--- src/rtl/omr_pkg.sv ---
`timescale 1ns / 1ps
package omr_pkg;

  localparam int PosW   = 32;
  localparam int CountW = 31;
  localparam int ModeW  = 4;
  localparam int IdxW   = 3;

  localparam logic [IdxW-1:0] REG_MODE       = 3'd0;
  localparam logic [IdxW-1:0] REG_STEP_X     = 3'd1;
  localparam logic [IdxW-1:0] REG_STEP_Y     = 3'd2;
  localparam logic [IdxW-1:0] REG_STEP_Z     = 3'd3;
  localparam logic [IdxW-1:0] REG_TARGET_X   = 3'd4;
  localparam logic [IdxW-1:0] REG_TARGET_Y   = 3'd5;
  localparam logic [IdxW-1:0] REG_STEP_COUNT = 3'd6;

  localparam int MODE_XY    = 0;
  localparam int MODE_DRIFT = 1;
  localparam int MODE_Z     = 2;
  localparam int MODE_ZAUTO = 3;

  localparam logic REQ_TICK  = 1'b0;
  localparam logic REQ_START = 1'b1;

  localparam logic signed [PosW-1:0] SAFE_LIM_Z   = -32'sd983040000;
  localparam logic signed [PosW-1:0] SERVO_WIN_LO = 32'sd163840000;
  localparam logic signed [PosW-1:0] SERVO_WIN_HI = 32'sd327680000;

  localparam logic signed [PosW-1:0] POS_MAX = 32'sh7FFF_FFFF;
  localparam logic signed [PosW-1:0] POS_MIN = 32'sh8000_0000;

  typedef struct packed {
    logic [ModeW-1:0]         mode;
    logic signed [PosW-1:0]   step_x;
    logic signed [PosW-1:0]   step_y;
    logic signed [PosW-1:0]   step_z;
    logic signed [PosW-1:0]   target_x;
    logic signed [PosW-1:0]   target_y;
    logic [CountW-1:0]        step_count;
  } cfg_t;

  typedef struct packed {
    logic signed [PosW-1:0]   pos_x;
    logic signed [PosW-1:0]   pos_y;
    logic signed [PosW-1:0]   pos_z;
    logic signed [PosW-1:0]   z_inc;
    logic [CountW-1:0]        steps_left;
    logic [ModeW-1:0]         modes;
    logic [CountW-1:0]        drift_wait;
  } state_t;

  function automatic logic signed [PosW-1:0] sat_add(
    input logic signed [PosW-1:0] a,
    input logic signed [PosW-1:0] b
  );
    logic signed [PosW:0] s;
    s = {a[PosW-1], a} + {b[PosW-1], b};
    if (s[PosW] != s[PosW-1]) begin
      sat_add = s[PosW] ? POS_MIN : POS_MAX;
    end else begin
      sat_add = s[PosW-1:0];
    end
  endfunction

  function automatic logic signed [PosW-1:0] sat_neg(input logic signed [PosW-1:0] a);
    sat_neg = (a == POS_MIN) ? POS_MAX : -a;
  endfunction

endpackage

--- src/rtl/omr_if.sv ---
`timescale 1ns / 1ps
interface omr_in_if;
  logic                   valid;
  logic                   ready;
  logic                   req_type;
  logic signed [31:0]     servo_control;

  modport source (output valid, req_type, servo_control, input ready);
  modport sink (input valid, req_type, servo_control, output ready);
endinterface

interface omr_out_if;
  logic                   valid;
  logic                   ready;
  logic signed [31:0]     pos_x;
  logic signed [31:0]     pos_y;
  logic signed [31:0]     pos_z;
  logic [3:0]             modes_active;
  logic                   safety_abort;

  modport source (output valid, pos_x, pos_y, pos_z, modes_active, safety_abort,
                  input ready);
  modport sink (input valid, pos_x, pos_y, pos_z, modes_active, safety_abort,
                output ready);
endinterface

--- src/rtl/omr_cfg.sv ---
`timescale 1ns / 1ps
module omr_cfg (
  input  logic                          clk,
  input  logic                          rst,
  input  logic                          cfg_we,
  input  logic [omr_pkg::IdxW-1:0]      cfg_index,
  input  logic [omr_pkg::PosW-1:0]      cfg_data,
  output omr_pkg::cfg_t                 cfg
);

  always_ff @(posedge clk) begin
    if (rst) begin
      cfg <= '0;
    end else if (cfg_we) begin
      case (cfg_index)
        omr_pkg::REG_MODE:       cfg.mode       <= cfg_data[omr_pkg::ModeW-1:0];
        omr_pkg::REG_STEP_X:     cfg.step_x     <= cfg_data;
        omr_pkg::REG_STEP_Y:     cfg.step_y     <= cfg_data;
        omr_pkg::REG_STEP_Z:     cfg.step_z     <= cfg_data;
        omr_pkg::REG_TARGET_X:   cfg.target_x   <= cfg_data;
        omr_pkg::REG_TARGET_Y:   cfg.target_y   <= cfg_data;
        omr_pkg::REG_STEP_COUNT: cfg.step_count <= cfg_data[omr_pkg::CountW-1:0];
        default: ;
      endcase
    end
  end

endmodule

--- src/rtl/omr_step.sv ---
`timescale 1ns / 1ps
module omr_step (
  input  omr_pkg::state_t               cur,
  input  omr_pkg::cfg_t                 cfg,
  input  logic                          req_type,
  input  logic signed [omr_pkg::PosW-1:0] servo_control,
  output omr_pkg::state_t               nxt,
  output logic                          abort
);

  always_comb begin
    nxt   = cur;
    abort = 1'b0;
    if (req_type == omr_pkg::REQ_START) begin
      nxt.modes      = cfg.mode;
      nxt.steps_left = cfg.step_count;
      nxt.z_inc      = cfg.step_z;
    end else begin
      // xy ramp has priority over drift
      if (nxt.modes[omr_pkg::MODE_XY]) begin
        if (nxt.steps_left != '0) begin
          nxt.pos_x      = omr_pkg::sat_add(nxt.pos_x, cfg.step_x);
          nxt.pos_y      = omr_pkg::sat_add(nxt.pos_y, cfg.step_y);
          nxt.steps_left = nxt.steps_left - 1'b1;
        end else begin
          nxt.modes = '0;
          nxt.pos_x = cfg.target_x;
          nxt.pos_y = cfg.target_y;
        end
      end else if (nxt.modes[omr_pkg::MODE_DRIFT]) begin
        if (nxt.drift_wait != '0) begin
          nxt.drift_wait = nxt.drift_wait - 1'b1;
        end else begin
          nxt.drift_wait = nxt.steps_left;
          nxt.pos_x      = omr_pkg::sat_add(nxt.pos_x, cfg.step_x);
          nxt.pos_y      = omr_pkg::sat_add(nxt.pos_y, cfg.step_y);
          nxt.pos_z      = omr_pkg::sat_add(nxt.pos_z, nxt.z_inc);
        end
      end

      // z move has priority over z auto adjust
      if (nxt.modes[omr_pkg::MODE_Z]) begin
        if (nxt.steps_left != '0) begin
          if (nxt.z_inc > 0 && servo_control < omr_pkg::SAFE_LIM_Z) begin
            nxt.z_inc                  = '0;
            nxt.modes[omr_pkg::MODE_Z] = 1'b0;
            abort                      = 1'b1;
          end else begin
            nxt.pos_z = omr_pkg::sat_add(nxt.pos_z, nxt.z_inc);
          end
          nxt.steps_left = nxt.steps_left - 1'b1;
        end else begin
          nxt.z_inc                  = '0;
          nxt.modes[omr_pkg::MODE_Z] = 1'b0;
        end
      end else if (nxt.modes[omr_pkg::MODE_ZAUTO]) begin
        if (nxt.steps_left != '0) begin
          if (servo_control > omr_pkg::SERVO_WIN_LO) begin
            if (nxt.z_inc <= 0) begin
              nxt.z_inc = omr_pkg::sat_neg(nxt.z_inc);
            end
          end else if (nxt.z_inc > 0) begin
            nxt.z_inc = -nxt.z_inc;
          end
          if (servo_control < omr_pkg::SERVO_WIN_HI && servo_control > 0) begin
            nxt.z_inc                      = '0;
            nxt.modes[omr_pkg::MODE_ZAUTO] = 1'b0;
          end else begin
            nxt.pos_z = omr_pkg::sat_add(nxt.pos_z, nxt.z_inc);
          end
          nxt.steps_left = nxt.steps_left - 1'b1;
        end else begin
          nxt.z_inc                      = '0;
          nxt.modes[omr_pkg::MODE_ZAUTO] = 1'b0;
        end
      end
    end
  end

endmodule

--- src/rtl/offset_move_ramp.sv ---
`timescale 1ns / 1ps
// each result is registered: the output register loads it from the accepted beat's step
// throughput: one beat per cycle unless a held result meets out ready low (stall);
//   state and result register update on accept, so the next beat may follow at once
// reset: synchronous rst clears configuration, ramp state and output valid
module offset_move_ramp (
  input  logic                          clk,
  input  logic                          rst,
  omr_in_if.sink                        in_ch,
  omr_out_if.source                     out_ch,
  input  logic                          cfg_we,
  input  logic [omr_pkg::IdxW-1:0]      cfg_index,
  input  logic [omr_pkg::PosW-1:0]      cfg_data
);

  omr_pkg::cfg_t   cfg;
  omr_pkg::state_t state;
  omr_pkg::state_t state_next;
  logic            abort_next;
  logic            accept;

  omr_cfg u_cfg (
    .clk       (clk),
    .rst       (rst),
    .cfg_we    (cfg_we),
    .cfg_index (cfg_index),
    .cfg_data  (cfg_data),
    .cfg       (cfg)
  );

  omr_step u_step (
    .cur           (state),
    .cfg           (cfg),
    .req_type      (in_ch.req_type),
    .servo_control (in_ch.servo_control),
    .nxt           (state_next),
    .abort         (abort_next)
  );

  assign in_ch.ready = !out_ch.valid || out_ch.ready;
  assign accept      = in_ch.valid && in_ch.ready;

  always_ff @(posedge clk) begin
    if (rst) begin
      state <= '0;
    end else if (accept) begin
      state <= state_next;
    end
  end

  always_ff @(posedge clk) begin
    if (rst) begin
      out_ch.valid <= 1'b0;
    end else if (accept) begin
      out_ch.valid <= 1'b1;
    end else if (out_ch.ready) begin
      out_ch.valid <= 1'b0;
    end
  end

  always_ff @(posedge clk) begin
    if (accept) begin
      out_ch.pos_x        <= state_next.pos_x;
      out_ch.pos_y        <= state_next.pos_y;
      out_ch.pos_z        <= state_next.pos_z;
      out_ch.modes_active <= state_next.modes;
      out_ch.safety_abort <= abort_next;
    end
  end

  a_abort_clears_z: assert property (@(posedge clk) disable iff (rst)
    out_ch.valid && out_ch.safety_abort |-> !out_ch.modes_active[omr_pkg::MODE_Z])
    else $error("abort beat still shows z move active");

  a_start_no_abort: assert property (@(posedge clk) disable iff (rst)
    accept && in_ch.req_type == omr_pkg::REQ_START |=>
      out_ch.valid && !out_ch.safety_abort && out_ch.modes_active == cfg.mode)
    else $error("start beat result wrong");

  a_accept_gives_result: assert property (@(posedge clk) disable iff (rst)
    accept |=> out_ch.valid && out_ch.modes_active == state.modes)
    else $error("result register out of step with ramp state");

endmodule

--- src/flat_wrapper.sv ---
// flat-port wrapper written by rule: the top's interface ports become plain ports
module offset_move_ramp_flat 
  (clk, rst, cfg_we, cfg_index, cfg_data, in_ch_valid, in_ch_req_type, in_ch_servo_control, in_ch_ready, out_ch_valid, out_ch_pos_x, out_ch_pos_y, out_ch_pos_z, out_ch_modes_active, out_ch_safety_abort, out_ch_ready);
  omr_in_if in_ch_i ();
  omr_out_if out_ch_i ();
  input  logic clk;
  input  logic rst;
  input  logic cfg_we;
  input  logic [omr_pkg::IdxW-1:0] cfg_index;
  input  logic [omr_pkg::PosW-1:0] cfg_data;
  input wire logic [$bits(in_ch_i.valid)-1:0] in_ch_valid;
  input wire logic [$bits(in_ch_i.req_type)-1:0] in_ch_req_type;
  input wire logic [$bits(in_ch_i.servo_control)-1:0] in_ch_servo_control;
  output wire logic [$bits(in_ch_i.ready)-1:0] in_ch_ready;
  output wire logic [$bits(out_ch_i.valid)-1:0] out_ch_valid;
  output wire logic [$bits(out_ch_i.pos_x)-1:0] out_ch_pos_x;
  output wire logic [$bits(out_ch_i.pos_y)-1:0] out_ch_pos_y;
  output wire logic [$bits(out_ch_i.pos_z)-1:0] out_ch_pos_z;
  output wire logic [$bits(out_ch_i.modes_active)-1:0] out_ch_modes_active;
  output wire logic [$bits(out_ch_i.safety_abort)-1:0] out_ch_safety_abort;
  input wire logic [$bits(out_ch_i.ready)-1:0] out_ch_ready;
  assign in_ch_i.valid = in_ch_valid;
  assign in_ch_i.req_type = in_ch_req_type;
  assign in_ch_i.servo_control = in_ch_servo_control;
  assign in_ch_ready = in_ch_i.ready;
  assign out_ch_valid = out_ch_i.valid;
  assign out_ch_pos_x = out_ch_i.pos_x;
  assign out_ch_pos_y = out_ch_i.pos_y;
  assign out_ch_pos_z = out_ch_i.pos_z;
  assign out_ch_modes_active = out_ch_i.modes_active;
  assign out_ch_safety_abort = out_ch_i.safety_abort;
  assign out_ch_i.ready = out_ch_ready;
  offset_move_ramp u_core (.clk(clk), .rst(rst), .in_ch(in_ch_i), .out_ch(out_ch_i), .cfg_we(cfg_we), .cfg_index(cfg_index), .cfg_data(cfg_data));
endmodule
--- config.mk ---
export PLATFORM = sky130hd
export DESIGN_NAME = offset_move_ramp_flat
export DESIGN_NICKNAME = d
export VERILOG_FILES = /design/src/rtl/omr_pkg.sv /design/src/rtl/omr_if.sv /design/src/rtl/omr_cfg.sv /design/src/rtl/omr_step.sv /design/src/rtl/offset_move_ramp.sv /design/src/flat_wrapper.sv
export SDC_FILE = /design/constraint.sdc
export NUM_CORES = 2
export LEC_CHECK = 0
export BUFFER_PORTS_ARGS = -buffer_cell sky130_fd_sc_hd__buf_2
export CAP_MARGIN = 20
export CORE_MARGIN = 3
export CORE_UTILIZATION = 65
export DETAILED_ROUTE_END_ITERATION = 12
export HOLD_SLACK_MARGIN = 0.02
export PLACE_DENSITY = 0.86
export SLEW_MARGIN = 25
export SYNTH_ARGS = -nofsm -noshare
export SYNTH_HDL_FRONTEND = slang
export SYNTH_SLANG_ARGS = --single-unit
--- constraint.sdc ---
create_clock -name clk -period 18 [get_ports clk]
set_clock_uncertainty 0.05 [all_clocks]
set_input_delay 5.4 -clock clk [delete_from_list [all_inputs] [get_ports clk]]
set_output_delay 5.4 -clock clk [all_outputs]
set_load 0.01 [all_outputs]
# [Yosys cells after proc, flatten, opt, wreduce, memory -nomap -nowiden]
# Cells that the tools add are included.
[classes] n_eq_ne=13 n_reduce_logical=21 bitwise_logic=4 muxes=51 addsub=9 magnitude_cmp=6
[op_table] operator="$mux 32" count=28
[op_table] operator="$mux 96" count=4
[op_table] operator="$add 32x32->33" count=5
[op_table] operator="$mux 64" count=2
[op_table] operator="$mux 95" count=1
[op_table] operator="$mux 31" count=3
[op_table] operator="$reduce_bool 31->1" count=3
[op_table] operator="$sub 31x1->31 const B" count=3
[op_table] operator="$mux 35" count=2
[op_table] operator="$mux 67" count=1
[op_table] operator="$gt 32x1->1 const B" count=2
[op_table] operator="$eq 32x32->1 const B" count=1
[op_table] operator="$gt 32x29->1 const B" count=1
[op_table] operator="$le 32x1->1 const B" count=1
[op_table] operator="$lt 32x30->1 const B" count=1
[op_table] operator="$lt 32x31->1 const B" count=1
[op_table] operator="$neg 32->32" count=1
[op_table] operator="$reduce_and 2->1" count=7
[op_table] operator="$eq 3x3->1 const B" count=3
[op_table] operator="$mux 1" count=9
[op_table] operator="$eq 3x2->1 const B" count=2
[op_table] operator="$ne 1x1->1" count=5
[op_table] operator="$mux 4" count=1
[op_table] operator="$ne 4x3->1 const B" count=1
[op_table] operator="other kinds (11)" count=16
[totals] regBits=491 output_inout_bits=103 in_bits=73

# [Longest topological paths before layout]
[depth] depth_word=17 depth_mapped=40 mapped_depth_nobuf=38

# [Modules after synthesis]
# Synthesis repeated with hierarchy kept, for this count alone.
[hier_totals] cells_unflattened=4264 area_unflattened_um2=35228.8
[by_module_without_submodules] mod="omr_step" seq_area_each_um2=0.0 cells_per_inst=2596 instances=1 area_per_inst_um2=16131.7
[by_module_without_submodules] mod="offset_move_ramp" seq_area_each_um2=6936.7 cells_per_inst=991 instances=1 area_per_inst_um2=11477.3
[by_module_without_submodules] mod="omr_cfg" seq_area_each_um2=3903.7 cells_per_inst=677 instances=1 area_per_inst_um2=7619.8

# [Worst setup path before layout]
# No wires, ideal clock.
[synth_path] path_type="in2reg" startpoint="input in_ch_servo_control[5]" endpoint="register u_core.out_ch.pos_z[29], data pin" arrival_time_ns=11.125 path_buffers=2 stages=29 setup_time_ns=0.266 path_slack_ns=6.559 required_ns=17.684 path_cell_list="or4_1 o41ai_1 a221oi_1 xor2_1 clkbuf_1 nor2b_1 xnor2_1 nand2_1 ha_1 o21ai_0 o21ai_0 a21oi_1 a21oi_1 a221oi_1 o31ai_1 o21a_1 o21a_1 o21ai_0 nand2b_1 xor2_1 ha_1 clkbuf_1 nand2_1 a21oi_1 o21ai_0 nand3_1 a221o_1 o31ai_1 nand2_1"
[synth_rtl] item="start, declared" line_no="flat_wrapper.sv:13" rtl="input wire logic [$bits(in_ch_i.servo_control)-1:0] in_ch_servo_control;"
[synth_rtl] item="end, declared" line_no="omr_if.sv:21" rtl="modport source (output valid, pos_x, pos_y, pos_z, modes_active, safety_abort,"

==> results.py <==
metrics = {
    "outcome": {
        "status": "complete, no violations",
    },
    "place": {
        "place_area_mm2": 0.0341,
        "place_congestion": 1.05,
        "hpwlAfterDp_um": 78000,
        "portBuffers": 175,
        "dp_cells": 4845,
    },
    "floorplanning": {
        "coreArea_mm2": 0.0495,
        "die_area_mm2": 0.0533,
        "dieHeight_um": 231,
        "start_util": 0.665,
        "ios": 176,
        "rows": 81,
        "die_w_um": 231,
    },
    "layout": {
        "finalNetCount": 4484,
        "final_cell_count_no_fill": 4947,
        "area_growth_pct": 9.47,
        "fin_area_mm2": 0.0360,
        "layout_common_cells": "nand2_1, a21oi_1, dfxtp_1",
        "fillCellCount": 3930,
        "layout-drive-gt1-share": 0.0975,
        "final_common_cell": "nand2_1",
    },
    "cts": {
        "clk_pin_slew_ns": 0.06,
        "clock-sinks": 491,
        "root_buffer": "clkbuf_16",
        "insertion_delay_ns": 0.63,
        "cts_setup_buffers": 0,
        "cts_tree": "done",
        "post_cts_resized": 0,
        "postCtsHoldBufs": 0,
        "cts_buffers": 52,
        "htree_levels": 2,
        "clockBufferDepth": 3,
    },
    "flow_run": {
        "drv_cap": 0,
    },
    "route": {
        "viasPerCell": 6.90,
        "drt-wirelength-per-cell_um": 23.1,
        "met1_length_um": 43300,
        "drt-total-wl_um": 114000,
        "drt_iter0_drc": 4484,
        "wl_met3_um": 15400,
        "dr_wl_met2_um": 48500,
        "drcViolationCount": 0,
        "ant_nets": 0,
        "top_layer": "met5",
        "dr.pass1.iters": 8,
        "num_vias": 34100,
    },
    "global_route": {
        "antenna_found_initial": 9,
        "grt_pass1_wl_um": 174000,
        "grt.total_usage": 0.408,
        "grt_max_degree": 129,
        "grt_pass1_vias": 31100,
        "globalRoute.totalOverflow": 0,
    },
    "setup_path": {
        "r2r_slack_ns": 6.11,
        "path_delay_family": "compound AO/OA/AOI/OAI gates",
        "crit_path_start": "in_ch_servo_control[19]",
        "critPathArrivalTime_ns": 13.48,
        "r2r_end": "u_core.state[115]",
        "critPathMaxStageDelay_ns": 0.68,
        "cp.required_ns": 18.45,
        "crit_buf_inv": 4,
        "r2r_start": "u_core.state[66]",
        "crit_slowest_cell": "ha_1",
        "crit_top_cell": "o21ai_0",
        "path_class": "input pin to flop",
        "r2r_cells": 38,
        "cp-start-kind": "input pin",
        "cp_num_cells": 31,
        "endpoint_kind": "flop",
        "critPathMaxFanout": 27,
        "critPathCapture": "u_core.state[115]",
    },
    "logic_synthesis": {
        "synthCells": 4214,
        "synth_cell_types": 99,
        "ys_seq_area_frac": 0.330,
        "yosys_most_used_dff": "dfxtp_1",
        "synth_edf_count": 101,
        "yosysWarnings": 0,
        "syn-num-nets": 4463,
        "avgSynthCellArea_um2": 7.81,
        "syn-cell-area_mm2": 0.0329,
        "synthArstFlopShare": 0,
        "ys_ff_latch": 491,
    },
    "sta": {
        "fmax_mhz": 76.7,
        "rsz0062_at_grt": "no",
        "period_share": 0.724,
        "hold_viol": 0,
        "hold_slack_ns": 0.404,
        "setup_viol": 0,
        "final_max_slew_viol_count": 0,
        "min_period_ns": 13.03,
        "finalSetupTns_ns": 0,
        "worst_pin_slew_ns": 1.16,
        "max-slew-margin-rel": 0.222,
    },
    "power_and_ir_drop": {
        "power_density_mw_per_mm2": 90.6,
        "ir_worst_vdd_mv": 0.0828,
        "p_leak_nw": 14.4,
        "power_mw": 3.26,
    },
    "worst_hold_path": {
        "hold_class": "flop to flop",
    },
}
==> worst min path at each step <==
stage / slack (ns) / cells past startpoint / startpoint / endpoint
finish: 0.40 / 2 / u_core.u_cfg.cfg[4] / u_core.u_cfg.cfg[4]
global route: 0.42 / 2 / u_core.u_cfg.cfg[27] / u_core.u_cfg.cfg[27]
CTS: 0.40 / 2 / u_core.u_cfg.cfg[18] / u_core.u_cfg.cfg[18]
detailed placement: 0.39 / 2 / u_core.u_cfg.cfg[18] / u_core.u_cfg.cfg[18]
global placement: 0.39 / 2 / u_core.u_cfg.cfg[27] / u_core.u_cfg.cfg[27]
floorplan: 0.38 / 2 / u_core.u_cfg.cfg[11] / u_core.u_cfg.cfg[11]
==> flip-flops by register name, summed over array words and instances (netlist names) <==
signal / flops
u_core.state: 194
u_core.out_ch.safety_abort: 1
u_core.out_ch.pos_y: 32
u_core.u_cfg.cfg: 195
u_core.out_ch.modes_active: 4
u_core.out_ch.pos_z: 32
u_core.out_ch.pos_x: 32
u_core.out_ch.valid: 1
==> layer usage <==
| layer | vias up | track usage |
|---|---|---|
| met2 | 2302 | 0.612 |
| met1 | 15800 | 0.535 |
| met5 | - | 0 |
| li1 | 15600 | - |
| met4 | 12 | 0.225 |
| met3 | 471 | 0.110 |
==> power by group <==
part / switching [mW] / leakage [nW] / internal (mW)
clock network: 0.492 / 0.906 / 0.689
registers: 0.0546 / 4.19 / 1.18
logic: 0.572 / 9.28 / 0.279
==> cells by family after synthesis <==
| group | share of synthesized area |
|---|---|
| AOI/OAI and AO/OA | 0.283 |
| xor gates and xnor gates | 0.0474 |
| and+or+nand+nor | 0.211 |
| adders and majority gates | 0.0681 |
| buffers and inverters | 0.0435 |
| muxes | 0.0170 |
| DFF | 0.330 |
==> tightest hold or removal path: stages (launching register included) <==
cell and delay [ns]:
dfxtp_1 0.31, nand2_1 0.05, a21oi_1 0.05
==> metrics by stage <==
stage,worst slack [ns],utilization
4_1_cts,5.25,0.728
6_report,4.97,0.728
5_1_grt,4.46,0.728
3_5_place_dp,4.65,0.690
2_1_floorplan,6.56,-
3_3_place_gp,4.77,0.690
==> cell usage after synthesis (35+ instances only) <==
library cell  number  area (um2)
nand2b_1          38         238
edfxtp_1         101        3030
nor4_1            44         275
nand2_1          681        2560
inv_1            105         394
a31oi_1           56         350
dfxtp_1          390        7810
ha_1             171        2140
o21a_1            40         300
or3_1             42         263
o21ai_0          243        1220
a22oi_1           51         383
nand3_1           86         430
and3_1            35         219
xor2_1            73         639
xnor2_1          105         920
clkbuf_1         240         901
nor3_1           115         576
nor2_1           341        1280
a211oi_1          89         668
a21oi_1          439        2200
o211ai_1          52         390
a21o_1            91         683
==> final cells by class <==
class | count | area (um2) | share of cell area
timing repair buffer | 232 | 1320 | 0.0366
tap | 664 | 831 | 0.0231
multi-input combinational | 3351 | 20700 | 0.575
inverter | 107 | 410 | 0.0114
sequential | 491 | 10800 | 0.301
clock buffer | 65 | 1480 | 0.0410
antenna | 4 | 10.0 | 0.000278
clock inverter | 33 | 407 | 0.0113
(Power assumes the default switching activity.)
